===== config.mk =====
export PLATFORM = sky130hd
export DESIGN_NAME = stream_group_reverser
export DESIGN_NICKNAME = d
export VERILOG_FILES = /design/src/design/grev_pkg.sv /design/src/design/grev_ram.sv /design/src/design/grev_datapath.sv /design/src/design/grev_ctrl.sv /design/src/design/stream_group_reverser.sv
export SDC_FILE = /design/constraint.sdc
export NUM_CORES = 1
export LEC_CHECK = 0
export ABC_AREA = 1
export BUFFER_PORTS_ARGS = -buffer_cell sky130_fd_sc_hd__buf_4
export CORE_MARGIN = 4
export CORE_UTILIZATION = 61
export CTS_CLUSTER_DIAMETER = 40
export DETAILED_ROUTE_END_ITERATION = 10
export PLACE_DENSITY = 0.8
export SETUP_SLACK_MARGIN = 0.02
export SYNTH_ARGS = -nofsm -noshare
export SYNTH_HDL_FRONTEND = slang
export SYNTH_SLANG_ARGS = --single-unit

===== constraint.sdc =====
create_clock -name i_clk -period 4 [get_ports i_clk]
set_input_delay 0.2 -clock i_clk [delete_from_list [all_inputs] [get_ports i_clk]]
set_output_delay 0.2 -clock i_clk [all_outputs]
set_load 0.02 [all_outputs]

===== src/design/grev_pkg.sv =====
package grev_pkg;

    // Fixed widths of the stream fields and the configuration register
    localparam int VALUE_W   = 32;
    localparam int GSIZE_W   = 5;
    localparam int APB_DW    = 32;
    localparam int APB_AW    = 2;

    // Register map (byte addresses)
    localparam logic [APB_AW-1:0] ADDR_GROUP_SIZE = 2'd0;

    // Group size after reset
    localparam logic [GSIZE_W-1:0] GROUP_SIZE_RST = 5'd1;

    typedef enum logic [1:0] {
        ST_IDLE,
        ST_READ,
        ST_SHOW
    } t_state;

    // Controller to datapath
    typedef struct packed {
        logic load;     // input transfer taken, write value to store
        logic read;     // issue the first store read of a group
        logic advance;  // output transfer taken, step to next entry
    } t_cmd;

    // Datapath to controller
    typedef struct packed {
        logic fire;         // current input completes a group or ends the stream
        logic last_result;  // the result on show is the final one of the group
    } t_status;

endpackage


===== src/design/grev_ram.sv =====
module grev_ram #(
    parameter int WIDTH = 32,
    parameter int DEPTH = 16
) (
    input  logic                     i_clk,
    input  logic                     i_wr_en,
    input  logic [$clog2(DEPTH)-1:0] i_wr_addr,
    input  logic [WIDTH-1:0]         i_wr_data,
    input  logic                     i_rd_en,
    input  logic [$clog2(DEPTH)-1:0] i_rd_addr,
    output logic [WIDTH-1:0]         o_rd_data
);

    logic [WIDTH-1:0] r_mem [DEPTH];
    logic [WIDTH-1:0] r_rd_data;

    // One write port, one registered read port; read data holds when idle
    always_ff @(posedge i_clk) begin
        if (i_wr_en) begin
            r_mem[i_wr_addr] <= i_wr_data;
        end
        if (i_rd_en) begin
            r_rd_data <= r_mem[i_rd_addr];
        end
    end

    assign o_rd_data = r_rd_data;

endmodule


===== src/design/grev_datapath.sv =====
module grev_datapath
    import grev_pkg::*;
#(
    parameter int MAX_GROUP  = 16,
    parameter int DATA_WIDTH = 32
) (
    input  logic               i_clk,
    input  logic               i_rst_n,
    input  t_cmd               i_cmd,
    output t_status            o_status,
    input  logic [GSIZE_W-1:0] i_group_size,
    input  logic [VALUE_W-1:0] i_value,
    input  logic               i_stream_end,
    output logic [VALUE_W-1:0] o_out_value,
    output logic               o_run_last,
    output logic               o_list_last
);

    localparam int AW      = $clog2(MAX_GROUP);
    localparam int CW      = $clog2(MAX_GROUP + 1);
    localparam int KW      = (CW > GSIZE_W) ? CW : GSIZE_W;
    // Only the low DATA_WIDTH bits of a value, at most VALUE_W, ever reach the output
    localparam int STORE_W = (DATA_WIDTH < VALUE_W) ? DATA_WIDTH : VALUE_W;

    logic [CW-1:0]      r_fill, n_fill;
    logic [CW-1:0]      r_left, n_left;
    logic [AW-1:0]      r_ptr, n_ptr;
    logic               r_rev, n_rev;
    logic               r_end, n_end;

    logic [CW-1:0]      fill_c;
    logic [CW-1:0]      held;
    logic [KW-1:0]      gs;
    logic [KW-1:0]      k;
    logic               full;
    logic [AW-1:0]      ptr_step;
    logic               rd_en;
    logic [AW-1:0]      rd_addr;
    logic [STORE_W-1:0] rd_data;

    // Count of values held once this input is written
    always_comb begin
        fill_c = (r_fill >= CW'(MAX_GROUP)) ? CW'(MAX_GROUP - 1) : r_fill;
        held   = fill_c + 1'b1;
        gs     = KW'(i_group_size);
        if (gs > KW'(MAX_GROUP)) begin
            k = KW'(MAX_GROUP);
        end else if (gs == '0) begin
            k = KW'(1);
        end else begin
            k = gs;
        end
        full = (KW'(held) >= k);
    end

    assign o_status.fire        = full | i_stream_end;
    assign o_status.last_result = (r_left == CW'(1));

    // Walk the store newest first for a full group, oldest first otherwise
    assign ptr_step = r_rev ? (r_ptr - 1'b1) : (r_ptr + 1'b1);
    assign rd_en    = i_cmd.read | i_cmd.advance;
    assign rd_addr  = i_cmd.read ? r_ptr : ptr_step;

    // Group bookkeeping
    always_comb begin
        n_fill = r_fill;
        n_left = r_left;
        n_ptr  = r_ptr;
        n_rev  = r_rev;
        n_end  = r_end;
        if (i_cmd.load) begin
            if (o_status.fire) begin
                n_fill = '0;
                n_left = held;
                n_rev  = full;
                n_ptr  = full ? fill_c[AW-1:0] : '0;
                n_end  = i_stream_end;
            end else begin
                n_fill = held;
            end
        end else if (i_cmd.advance) begin
            n_left = r_left - 1'b1;
            n_ptr  = ptr_step;
        end
    end

    always_ff @(posedge i_clk) begin
        if (!i_rst_n) begin
            r_fill <= '0;
            r_left <= '0;
        end else begin
            r_fill <= n_fill;
            r_left <= n_left;
        end
    end

    always_ff @(posedge i_clk) begin
        r_ptr <= n_ptr;
        r_rev <= n_rev;
        r_end <= n_end;
    end

    grev_ram #(
        .WIDTH (STORE_W),
        .DEPTH (MAX_GROUP)
    ) u_store (
        .i_clk     (i_clk),
        .i_wr_en   (i_cmd.load),
        .i_wr_addr (fill_c[AW-1:0]),
        .i_wr_data (i_value[STORE_W-1:0]),
        .i_rd_en   (rd_en),
        .i_rd_addr (rd_addr),
        .o_rd_data (rd_data)
    );

    // Zero-extend stored value to the port width
    always_comb begin
        o_out_value                = '0;
        o_out_value[STORE_W-1:0]   = rd_data;
    end

    assign o_run_last  = o_status.last_result;
    assign o_list_last = o_status.last_result & r_end;

    // Held count stays below MAX_GROUP between inputs
    a_fill_bound: assert property (@(posedge i_clk) disable iff (!i_rst_n)
        r_fill < CW'(MAX_GROUP))
        else $error("fill count reached a full group");

    // A group that fires resets the held count and leaves results to show
    a_fire_clears: assert property (@(posedge i_clk) disable iff (!i_rst_n)
        (i_cmd.load && o_status.fire) |=> (r_fill == '0) && (r_left != '0))
        else $error("fired group did not reset the fill count");

    // Stepping only happens while more results remain
    a_step_left: assert property (@(posedge i_clk) disable iff (!i_rst_n)
        i_cmd.advance |-> (r_left > CW'(1)))
        else $error("advance past the end of a group");

endmodule


===== src/design/grev_ctrl.sv =====
module grev_ctrl
    import grev_pkg::*;
(
    input  logic    i_clk,
    input  logic    i_rst_n,
    input  logic    i_in_valid,
    output logic    o_in_stall,
    output logic    o_out_valid,
    input  logic    i_out_stall,
    input  t_status i_status,
    output t_cmd    o_cmd
);

    t_state r_state, n_state;

    always_ff @(posedge i_clk) begin
        if (!i_rst_n) begin
            r_state <= ST_IDLE;
        end else begin
            r_state <= n_state;
        end
    end

    // Next state and commands
    always_comb begin
        n_state     = r_state;
        o_cmd       = '0;
        o_in_stall  = 1'b1;
        o_out_valid = 1'b0;
        case (r_state)
            ST_IDLE: begin
                o_in_stall = 1'b0;
                if (i_in_valid) begin
                    o_cmd.load = 1'b1;
                    if (i_status.fire) begin
                        n_state = ST_READ;
                    end
                end
            end
            ST_READ: begin
                o_cmd.read = 1'b1;
                n_state    = ST_SHOW;
            end
            ST_SHOW: begin
                o_out_valid = 1'b1;
                if (!i_out_stall) begin
                    if (i_status.last_result) begin
                        n_state = ST_IDLE;
                    end else begin
                        o_cmd.advance = 1'b1;
                    end
                end
            end
            default: begin
                n_state = ST_IDLE;
            end
        endcase
    end

    // Input is taken only with no group draining
    a_no_overlap: assert property (@(posedge i_clk) disable iff (!i_rst_n)
        o_out_valid |-> o_in_stall)
        else $error("input open while results pending");

    // A firing input always leads to a store read
    a_fire_reads: assert property (@(posedge i_clk) disable iff (!i_rst_n)
        (o_cmd.load && i_status.fire) |=> o_cmd.read)
        else $error("group fired without a read");

    // A read is followed by a result on show
    a_read_shows: assert property (@(posedge i_clk) disable iff (!i_rst_n)
        o_cmd.read |=> o_out_valid)
        else $error("read not followed by output");

endmodule


===== src/design/stream_group_reverser.sv =====
// stream_group_reverser
// Collects a stream of values into groups of group_size and sends each
// full group out newest first. When an input carries stream_end while a
// group is only partly filled, the held values go out oldest first.
// A group_size of 0 or 1 passes values through; sizes above MAX_GROUP act
// as MAX_GROUP.
// Input channel: i_in_valid / o_in_stall with i_value, i_stream_end.
// Output channel: o_out_valid / i_out_stall with o_out_value, o_run_last
// (last result of a group) and o_list_last (last element of the stream).
// group_size is written over the APB port at address 0.
// Flow: an input that completes no group is taken in ST_IDLE. An input
// that fires a group is taken in ST_IDLE, the store is read in ST_READ,
// and ST_SHOW then gives one result per cycle while the receiver does
// not stall. The values sit in a single-port-write, registered-read
// store; the draining group blocks input until its final result
// transfer.
// While the receiver stalls, the result on show holds and nothing moves.
// Reset clears the held count and sets group_size to 1; store contents
// are not cleared and are never read before being written.
module stream_group_reverser
    import grev_pkg::*;
#(
    parameter int MAX_GROUP  = 16,
    parameter int DATA_WIDTH = 32
) (
    input  logic               i_clk,
    input  logic               i_rst_n,
    // input stream
    input  logic               i_in_valid,
    output logic               o_in_stall,
    input  logic [VALUE_W-1:0] i_value,
    input  logic               i_stream_end,
    // output stream
    output logic               o_out_valid,
    input  logic               i_out_stall,
    output logic [VALUE_W-1:0] o_out_value,
    output logic               o_run_last,
    output logic               o_list_last,
    // configuration
    input  logic               psel,
    input  logic               penable,
    input  logic               pwrite,
    input  logic [APB_AW-1:0]  paddr,
    input  logic [APB_DW-1:0]  pwdata,
    output logic [APB_DW-1:0]  prdata,
    output logic               pready
);

    logic [GSIZE_W-1:0] r_group_size;
    logic               cfg_wr;
    t_cmd               cmd;
    t_status            status;

    // Configuration register
    assign pready = 1'b1;
    assign cfg_wr = psel & penable & pwrite & pready;

    always_ff @(posedge i_clk) begin
        if (!i_rst_n) begin
            r_group_size <= GROUP_SIZE_RST;
        end else if (cfg_wr && (paddr == ADDR_GROUP_SIZE)) begin
            r_group_size <= pwdata[GSIZE_W-1:0];
        end
    end

    always_comb begin
        prdata = '0;
        if (paddr == ADDR_GROUP_SIZE) begin
            prdata[GSIZE_W-1:0] = r_group_size;
        end
    end

    grev_ctrl u_ctrl (
        .i_clk       (i_clk),
        .i_rst_n     (i_rst_n),
        .i_in_valid  (i_in_valid),
        .o_in_stall  (o_in_stall),
        .o_out_valid (o_out_valid),
        .i_out_stall (i_out_stall),
        .i_status    (status),
        .o_cmd       (cmd)
    );

    grev_datapath #(
        .MAX_GROUP  (MAX_GROUP),
        .DATA_WIDTH (DATA_WIDTH)
    ) u_datapath (
        .i_clk        (i_clk),
        .i_rst_n      (i_rst_n),
        .i_cmd        (cmd),
        .o_status     (status),
        .i_group_size (r_group_size),
        .i_value      (i_value),
        .i_stream_end (i_stream_end),
        .o_out_value  (o_out_value),
        .o_run_last   (o_run_last),
        .o_list_last  (o_list_last)
    );

endmodule

==> impl_metrics.yaml, run 1 <==
global_route:
  grt_max_degree: 106
  grt_pass1_vias: 17600
  grtUsageTotal_pct: 26.9
  grt_use_met3_pct: 5.13
  grt_pass1_wl_um: 93100
  met1_usage_pct: 34.9
  met2_usage_pct: 45.2
  grt_overflow_total: 0
  antenna_found_initial: 1
  grt_busiest_layer: "met2"
setup_path:
  start_kind: "flip-flop"
  r2r_setup_slack_ns: 1.09
  cp.required_ns: 4.31
  worstSetupEndpointType: "flip-flop"
  cp_max_fo: 64
  path_class: "reg -> reg"
  crit_arrival_ns: 3.22
power_and_ir_drop:
  ir_drop_mv: 0.433
  p_sw_mw: 5.07
  swShare_pct: 30.4
  pwr-share-seq_pct: 40.9
  power.internal_mw: 11.6
  pwr-share-clk_pct: 37.0
  combPwrFrac_pct: 22.1
  p_leak_nw: 12.2
  power_density_mw_per_mm2: 575
logic_synthesis:
  yosysTopAreaCellShare_pct: 66.0
  ys_seq_area_share_pct: 67.4
  synth.avg_cell_area_um2: 10.6
  synthDistinctLibCells: 27
  ys_ff_latch: 567
  syn_inst: 2354
  synth-edff-count: 550
  synth-main-ff-cell: "edfxtp_1"
  synth_top_area_cell: "edfxtp_1"
  async_reset_ff_share_pct: 0
  synth.area.top_cells: "edfxtp_1, nand3_1, nand2_1"
  synth_area_mm2: 0.0250
  yosysWarnings: 0
drt:
  wl_per_cell_um: 19.6
  drtIter0Drc: 1842
  wirelength_um: 60000
  remaining_drc_errors: 0
  vias_per_cell: 5.67
  first_pass_iters: 6
  vias: 17400
  detail-route-antenna-nets: 0
sta:
  drv_slew: 0
  fmax_ghz: 0.344
  fin_ws_ns: 1.09
  hold_violations: 0
  setup_viol_count_final: 0
  finalSetupTns_ns: 0
  fin_skew_ns: 0.0206
  rsz0062_at_grt: "no"
  worstMarginPinSlew_ns: 1.08
  period_share_pct: 72.8
  finalCriticalPeriod_ns: 2.91
  slew_headroom_pct: 27.7
final_layout:
  nets: 2567
  n_fill_cell: 2573
  multi_input_area_mm2: 0.00593
  stdcell_count: 3061
  stdcell_area_mm2: 0.0290
  ff_latch_area_mm2: 0.0169
  area_delta_synth_final_pct: 16.0
  drive_gt1_share_pct: 10.7
  fin_util_pct: 72.4
job:
  maxCapViolations: 0
placed_design:
  place.gp.congestion: 0.808
  dp_slack_ns: 1.14
  port_buffers: 87
  dpl.cell_count: 2891
  placed_area_mm2: 0.0263
  dp_hpwl_um: 31900
cts:
  path_clk_slew_ns: 0.06
  cts_buffers: 71
  root_buffer: "clkbuf_16"
  post_cts_buffers: 0
  clk_latency_ns: 0.59
  cts_tree: "done"
  cts_buffer_depth: 3
  cts_max_level: 3
  cts.sinks: 567
worst_hold_path:
  hold_path_class: "in -> reg"
floorplan:
  rows: 73
  num_io_pins: 143
  start_util_pct: 62.4
  die_h_um: 210
  die-area_mm2: 0.0443
  core_mm2: 0.0401
  die_x_um: 210
run_status:
  status: "complete, no violations"
==> power by group through the flow <==
stage               logic [mW]  registers (mW)  clock network [mW]
floorplan                 2.30            7.03                   0
global placement          3.46            6.93                   0
detailed placement        3.56            6.94                   0
CTS                       3.65            6.82                6.23
global route              4.00            6.83                6.49
finish                    3.68            6.82                6.17
==> path summary, 6_finish.rpt <==
kind                                                             endpoint                         startpoint  depth (start not counted)
worst max-delay path            u_datapath.u_store.o_rd_data[6]$_DFFE_PP_         u_datapath.r_rev$_DFFE_PP_                          7
worst min-delay path                         r_group_size[1]$_SDFFE_PN0P_                             pwrite                          3
worst max register to register  u_datapath.u_store.o_rd_data[6]$_DFFE_PP_         u_datapath.r_rev$_DFFE_PP_                          7
worst min register to register          u_datapath.r_fill[0]$_SDFFE_PN0P_  u_datapath.r_fill[0]$_SDFFE_PN0P_                          2
==> layer usage <==
| metal | routed length [um] | vias up |
|---|---|---|
| li1 | - | 7977 |
| met2 | 29900 | 1011 |
| met5 | 0 | - |
| met3 | 5600 | 157 |
| met4 | 1810 | 0 |
| met1 | 22700 | 8224 |
==> through the flow <==
stage,hold WS [ns],power (mW)
after detailed placement,0.406,10.5
final,0.130,16.7
after global routing,0.141,17.3
after floorplan,0.299,9.33
after global placement,0.403,10.4
after CTS,0.0978,16.7
==> cell usage in the layout (no fill, tap or decap), drive strengths merged, types with 2 or more instances in the layout <==
cell type    count
bufinv           4
xor2             4
clkinvlp         3
edfxtp         550
nand4            2
inv            469
ha              13
nor2            46
a21oi           15
clkbuf          87
conb            28
nand3b          96
nand2          483
buf            135
dfxtp           17
nand3          502
o21ai           13
clkinv          22
dlygate4sd3     40
or2              2
==> final cells by class <==
| type | count | area share [%] |
|---|---|---|
| clock inverters | 42 | 1.30 |
| well taps | 525 | 2.26 |
| clock buffers | 87 | 6.62 |
| repair buffers | 175 | 5.35 |
| inverters | 456 | 5.90 |
| diodes | 1 | 0.00863 |
| multi-input cells | 1208 | 20.5 |
| flip-flops and latches | 567 | 58.1 |
==> cell usage after synthesis, types with 13 or more instances <==
cell        n
edfxtp_1  550
nand3_1   502
nand2_1   482
inv_1     453
nand3b_1   96
buf_2      78
nor2_1     45
buf_4      37
clkbuf_1   23
dfxtp_1    17
a21oi_1    15
ha_1       13
==> cell families (layout without fill, tap and decap cells) <==
kind of cell	after synthesis	after routing	share of synthesized area, %
AOI/OAI and AO/OA	30	30	0.630
xor gates and xnor gates	5	5	0.175
DFF	567	567	67.4
other	2	29	0.0300
buffers and inverters	605	760	10.0
adders and majority gates	14	14	0.730
and+or+nand+nor	1131	1131	21.0
==> worst max-delay path, stage by stage, from the launching register on <==
cell,delay [ns]
edfxtp_1,0.50
fa_1,0.46
xor2_1,0.22
o21ai_4,0.16
buf_4,0.80
nand3_1,0.19
nand3_1,0.16
nand2_1,0.13
==> what timing repair did <==
item	CTS	global route
hold buffers	40	0
hold endpoints to repair	526	0
resized for setup	0	0
==> flip-flops by register name, summed over array words and instances (netlist names) <==
name,count
u_datapath.u_store.r_mem,512
u_datapath.u_store.o_rd_data,32
r_group_size,5
u_datapath.r_fill,5
u_datapath.r_left,5
u_datapath.r_ptr,4
u_ctrl.r_state,2
u_datapath.r_end,1
u_datapath.r_rev,1
(Power assumes the default switching activity.)
==> run 2, diff against run 1 <==
- clock period: 4 -> 3.01 ns (I/O delays scaled with it)
==> run 2 against run 1 <==
Wire length down 0.92%. Utilization hardly changed. Via count decreased by 0.29%. Critical endpoint is now u_datapath.u_store.o_rd_data[4]$_DFFE_PP_. Largest cell class unchanged.
==> impl_metrics.yaml, run 2 (synthesis gave the netlist of run 1 again) <==
setup_path:
  start_kind: "flip-flop"
  crit_cells: 9
  worstSetupEndpointType: "flip-flop"
  slowest_stage: "edfxtp_1"
  cp_top_family: "simple AND/OR/NAND/NOR gates"
  slowest_delay_ns: 0.51
  crit_top_cell: "nand3_1"
  r2r_cells: 9
  worst-path-buf-inv: 2
  cp.required_ns: 3.46
  crit_arrival_ns: 3.07
  path_class: "reg -> reg"
  path_cells: "fa_1, inv_1, nand2_1, o21ai_4, buf_12, nand3_1, nand3_1, nand3_1, nand2_1"
  cp_max_fo: 40
global_route:
  grt_overflow_total: 0
  grt_pass1_vias: 17500
  grtUsageTotal_pct: 26.7
  grt_pass1_wl_um: 92400
  grt_max_degree: 129
  antenna_found_initial: 1
cts:
  cts_buffer_depth: 3
  cts.sinks: 567
  path_clk_slew_ns: 0.06
  cts_tree: "done"
  root_buffer: "clkbuf_16"
  clk_latency_ns: 0.62
  post_cts_buffers: 0
  cts_buffers: 60
  cts_max_level: 2
sta:
  setup_viol_count_final: 0
  drv_slew: 0
  fmax_ghz: 0.381
  worstMarginPinSlew_ns: 0.975
  fin_skew_ns: 0.0160
  slew_headroom_pct: 34.8
  period_share_pct: 87.2
  finalCriticalPeriod_ns: 2.62
  rsz0062_at_grt: "no"
  hold_violations: 0
  finalSetupTns_ns: 0
drt:
  detail-route-antenna-nets: 0
  wl_per_cell_um: 19.5
  remaining_drc_errors: 0
  vias_per_cell: 5.68
  first_pass_iters: 6
  wirelength_um: 59500
  vias: 17300
  drtIter0Drc: 2139
placed_design:
  dpl.cell_count: 2900
  place.gp.congestion: 0.809
  port_buffers: 87
  dp_hpwl_um: 31600
floorplan:
  rows: 73
  start_util_pct: 62.4
  core_mm2: 0.0401
  die_x_um: 210
  die_h_um: 210
  num_io_pins: 143
  die-area_mm2: 0.0443
run_status:
  status: "complete, no violations"
job:
  maxCapViolations: 0
final_layout:
  nets: 2565
  final_cell_mix: "edfxtp_1, nand3_1, nand2_1, inv_1, buf_4"
  drive_gt1_share_pct: 10.5
  mostFrequentLayoutCell: "edfxtp_1"
  largest_reg_flops: 512
  area_delta_synth_final_pct: 15.9
  stdcell_count: 3051
  fin_util_pct: 72.3
  regMostFlops: "u_datapath.u_store.r_mem"
worst_hold_path:
  min_path_cells: 3
  hold_path_class: "in -> reg"
power_and_ir_drop:
  p_leak_nw: 12.1
  finalPower_mw: 21.6
  ir_drop_mv: 0.583
  power_density_mw_per_mm2: 744
-- run 2: cell types whose count changed in the layout (fill, tap and decap cells not counted), sizes merged --
| cell | previous run | this run |
|---|---|---|
| buf | 135 | 144 |
| clkbuf | 87 | 69 |
| inv | 469 | 462 |
| clkinv | 22 | 24 |
| bufinv | 4 | 8 |
-- run 2: timing repair --
| item | in CTS | in global routing |
|---|---|---|
| hold endpoints to repair | 530 | 0 |
| endpoints found under the setup margin | 0 | 4 |
| resized for setup | 0 | 1 |
| hold buffers | 40 | 0 |
-- run 2: worst paths after layout --
check / start / to / slack, ns
worst max-delay path: u_datapath.r_ptr[0]$_DFFE_PP_ / u_datapath.u_store.o_rd_data[4]$_DFFE_PP_ / 0.39
worst min-delay path: pwrite / r_group_size[2]$_SDFFE_PN0P_ / 0.03
worst max register to register: u_datapath.r_ptr[0]$_DFFE_PP_ / u_datapath.u_store.o_rd_data[4]$_DFFE_PP_ / 0.39
worst min register to register: u_datapath.r_fill[1]$_SDFFE_PN0P_ / u_datapath.r_fill[1]$_SDFFE_PN0P_ / 0.48
-- run 2: layer usage --
metal / vias up / track usage (%) / share of wire [%]
met3: 170 / 3.51 / 9.1
met4: 0 / 11.3 / 3.6
met5: - / 0 / 0
met2: 951 / 46.7 / 50
li1: 7956 / - / -
met1: 8241 / 33.8 / 37
-- run 2: where the power goes --
part | switching (mW) | total, mW | internal (mW)
logic | 3.38 | 5.09 | 1.70
clock network | 3.01 | 7.41 | 4.40
registers | 0.0816 | 9.06 | 8.98
-- run 2: through the flow --
step	setup slack (ns)	instance area [um^2]	hold slack [ns]
3_3_place_gp	0.376	26600	0.350
6_report	0.385	29000	0.0301
2_1_floorplan	0.0857	25100	0.249
5_1_grt	0.0840	29000	0.0597
4_1_cts	0.276	29000	0.0106
3_5_place_dp	0.295	26600	0.348
-- run 2: worst min-delay path: stages --
cell and delay, ns:
buf_4 0.11, nand3_1 0.23, a21oi_1 0.10
-- run 2: layout make-up --
cell class | count | area [um^2]
Sequential cell | 567 | 16900
Timing Repair Buffer | 184 | 1830
Antenna cell | 1 | 2.50
Tap cell | 525 | 657
Clock buffer | 69 | 1560
Clock inverter | 41 | 443
Multi-Input combinational cell | 1208 | 5940
Inverter | 456 | 1710
Fill cell | 2525 | 11100
==> run 3, diff against run 2 <==
- BUFFER_PORTS_ARGS: -buffer_cell sky130_fd_sc_hd__buf_4 -> unset
- CORE_UTILIZATION: 61 -> 47
- DONT_BUFFER_PORTS: unset -> 1
- PLACE_DENSITY: 0.8 -> unset
==> run 3 against run 2 <==
Worst setup slack worse by 0.087 ns. Global-route usage down 5.6 points. Die area up 29%. Sequential power up 2%. Final cell count up 4.2%. Power up 9.3%. Combinational power down 6.7%. Maximum frequency down 3.2%. Clock-buffer cell count up 23. Wire length up 0.91%. Critical path type unchanged. Register-to-register slack worse by 0.09 ns.
==> impl_metrics.yaml, run 3 (synthesis gave the netlist of run 1 again) <==
floorplan:
  start_util_pct: 47.5
  die-area_mm2: 0.0570
  die_x_um: 239
  core_mm2: 0.0527
  die_h_um: 239
  num_io_pins: 143
  rows: 84
drt:
  vias_per_cell: 5.13
  first_pass_iters: 5
  wirelength_um: 60000
  remaining_drc_errors: 0
  drtIter0Drc: 1248
  wl_per_cell_um: 18.9
  vias: 16300
  detail-route-antenna-nets: 0
setup_path:
  r2r_start: "u_datapath.r_ptr[0]$_DFFE_PP_"
  slowest_delay_ns: 0.53
  slowest_stage: "edfxtp_1"
  path_class: "reg -> reg"
  r2r_end: "u_datapath.u_store.o_rd_data[6]$_DFFE_PP_"
  cp_max_fo: 24
  crit_arrival_ns: 3.21
  r2r_setup_slack_ns: 0.30
  start_kind: "flip-flop"
  cp.required_ns: 3.51
  crit_top_cell: "nand3_1"
  worstSetupEndpointType: "flip-flop"
  r2r_cells: 9
  path_cells: "fa_1, inv_1, nand2_1, o21ai_4, buf_4, nand3_1, nand3_1, nand3_1, nand2_1"
sta:
  slew_headroom_pct: 35.2
  finalCriticalPeriod_ns: 2.71
  rsz0062_at_grt: "no"
  fin_skew_ns: 0.0390
  hold_violations: 0
  drv_slew: 0
  period_share_pct: 90.1
  finalSetupTns_ns: 0
  setup_viol_count_final: 0
  whs_ns: 0.193
  worstMarginPinSlew_ns: 0.968
  fmax_ghz: 0.369
final_layout:
  regMostFlops: "u_datapath.u_store.r_mem"
  stdcell_area_mm2: 0.0294
  n_fill_cell: 4391
  mostFrequentLayoutCell: "edfxtp_1"
  largest_reg_flops: 512
  final_cell_mix: "edfxtp_1, nand3_1, nand2_1, inv_1, nand3b_1"
  area_delta_synth_final_pct: 17.8
  nets: 2511
  ff_latch_area_mm2: 0.0169
  stdcell_count: 3178
  multi_input_area_mm2: 0.00594
  drive_gt1_share_pct: 9.36
  antenna_cells: 0
  fin_util_pct: 55.9
power_and_ir_drop:
  power_density_mw_per_mm2: 800
  p_leak_nw: 12.1
  ir_drop_mv: 0.540
global_route:
  antenna_found_initial: 1
  grt_max_degree: 101
  grt_pass1_wl_um: 92600
  grtUsageTotal_pct: 21.1
  grt_overflow_total: 0
  grt_pass1_vias: 16000
cts:
  cts_max_level: 3
  cts.sinks: 567
  cts_buffers: 83
  cts_tree: "done"
  path_clk_slew_ns: 0.06
  root_buffer: "clkbuf_16"
  clk_latency_ns: 0.63
  cts_buffer_depth: 3
placed_design:
  place.gp.congestion: 0.811
  placed_area_mm2: 0.0262
  port_buffers: 0
  dpl.cell_count: 2979
  dp_hpwl_um: 32500
worst_hold_path:
  hold_path_class: "in -> reg"
  min_to: "u_datapath.r_end$_DFFE_PP_"
  min_path_cells: 1
  hp-start: "i_stream_end"
job:
  maxCapViolations: 0
run_status:
  status: "complete, no violations"
[run 3: layer usage]
layer / GRT usage (%) / wire [um] / up-vias / part of all wire (%)
met5: 0 / 13 / - / 0.022
met4: 6.68 / 1320 / 2 / 2.2
met3: 3.76 / 3160 / 105 / 5.3
met2: 35.7 / 29700 / 430 / 49
met1: 27.9 / 25800 / 7884 / 43
li1: - / - / 7873 / -
[run 3: what timing repair did]
action | in CTS | in global routing
hold buffers | 47 | 0
setup endpoints to repair | 0 | 8
buffers inserted | 0 | 0
gates resized for setup | 0 | 1
endpoints found under the hold margin | 530 | 0
[run 3: final cells by class]
| class | instances | share of cell area, % |
|---|---|---|
| clock inverters | 60 | 2.10 |
| repair buffers | 107 | 4.32 |
| clock buffers | 92 | 7.46 |
| inverters | 456 | 5.81 |
| flip-flops and latches | 567 | 57.2 |
| multi-input cells | 1208 | 20.2 |
| well taps | 688 | 2.92 |
[run 3: where the power goes]
group	leakage [nW]	switching [mW]	internal, mW
sequential	5.11	0.218	9.00
combinational	5.68	3.24	1.52
clock	1.35	3.70	5.89
total	12.1	7.15	16.4
[run 3: worst max path at each step]
stage | cells past startpoint | from | to | slack [ns]
floorplan | 6 | u_ctrl.r_state[0]$_SDFFE_PN0P_ | u_datapath.u_store.r_mem[0][0]$_DFFE_PP_ | 0.09
global placement | 12 | u_datapath.r_fill[4]$_SDFFE_PN0P_ | u_datapath.r_ptr[3]$_DFFE_PP_ | 0.35
detailed placement | 12 | u_datapath.r_fill[4]$_SDFFE_PN0P_ | u_datapath.r_ptr[2]$_DFFE_PP_ | 0.27
CTS | 15 | u_datapath.r_fill[4]$_SDFFE_PN0P_ | u_datapath.r_left[3]$_SDFFE_PN0P_ | 0.25
global route | 15 | u_datapath.r_fill[4]$_SDFFE_PN0P_ | u_datapath.r_left[3]$_SDFFE_PN0P_ | 0.09
finish | 9 | u_datapath.r_ptr[0]$_DFFE_PP_ | u_datapath.u_store.o_rd_data[6]$_DFFE_PP_ | 0.30
[run 3: per-stage QoR]
step / total power [mW] / setup slack, ns
after CTS: 23.8 / 0.249
after floorplan: 12.4 / 0.0857
after global placement: 14.0 / 0.351
after detailed placement: 14.0 / 0.270
after global routing: 24.6 / 0.0891
final: 23.6 / 0.298
[run 3: worst max-delay path: cells and delay by family, from the launching register on]
| family | cells | cell delay (ns) |
|---|---|---|
| fa+ha+maj | 1 | 0.51 |
| buf+inv | 2 | 0.59 |
| simple gates | 5 | 0.56 |
| compound gates | 1 | 0.37 |
| flops | 1 | 0.53 |
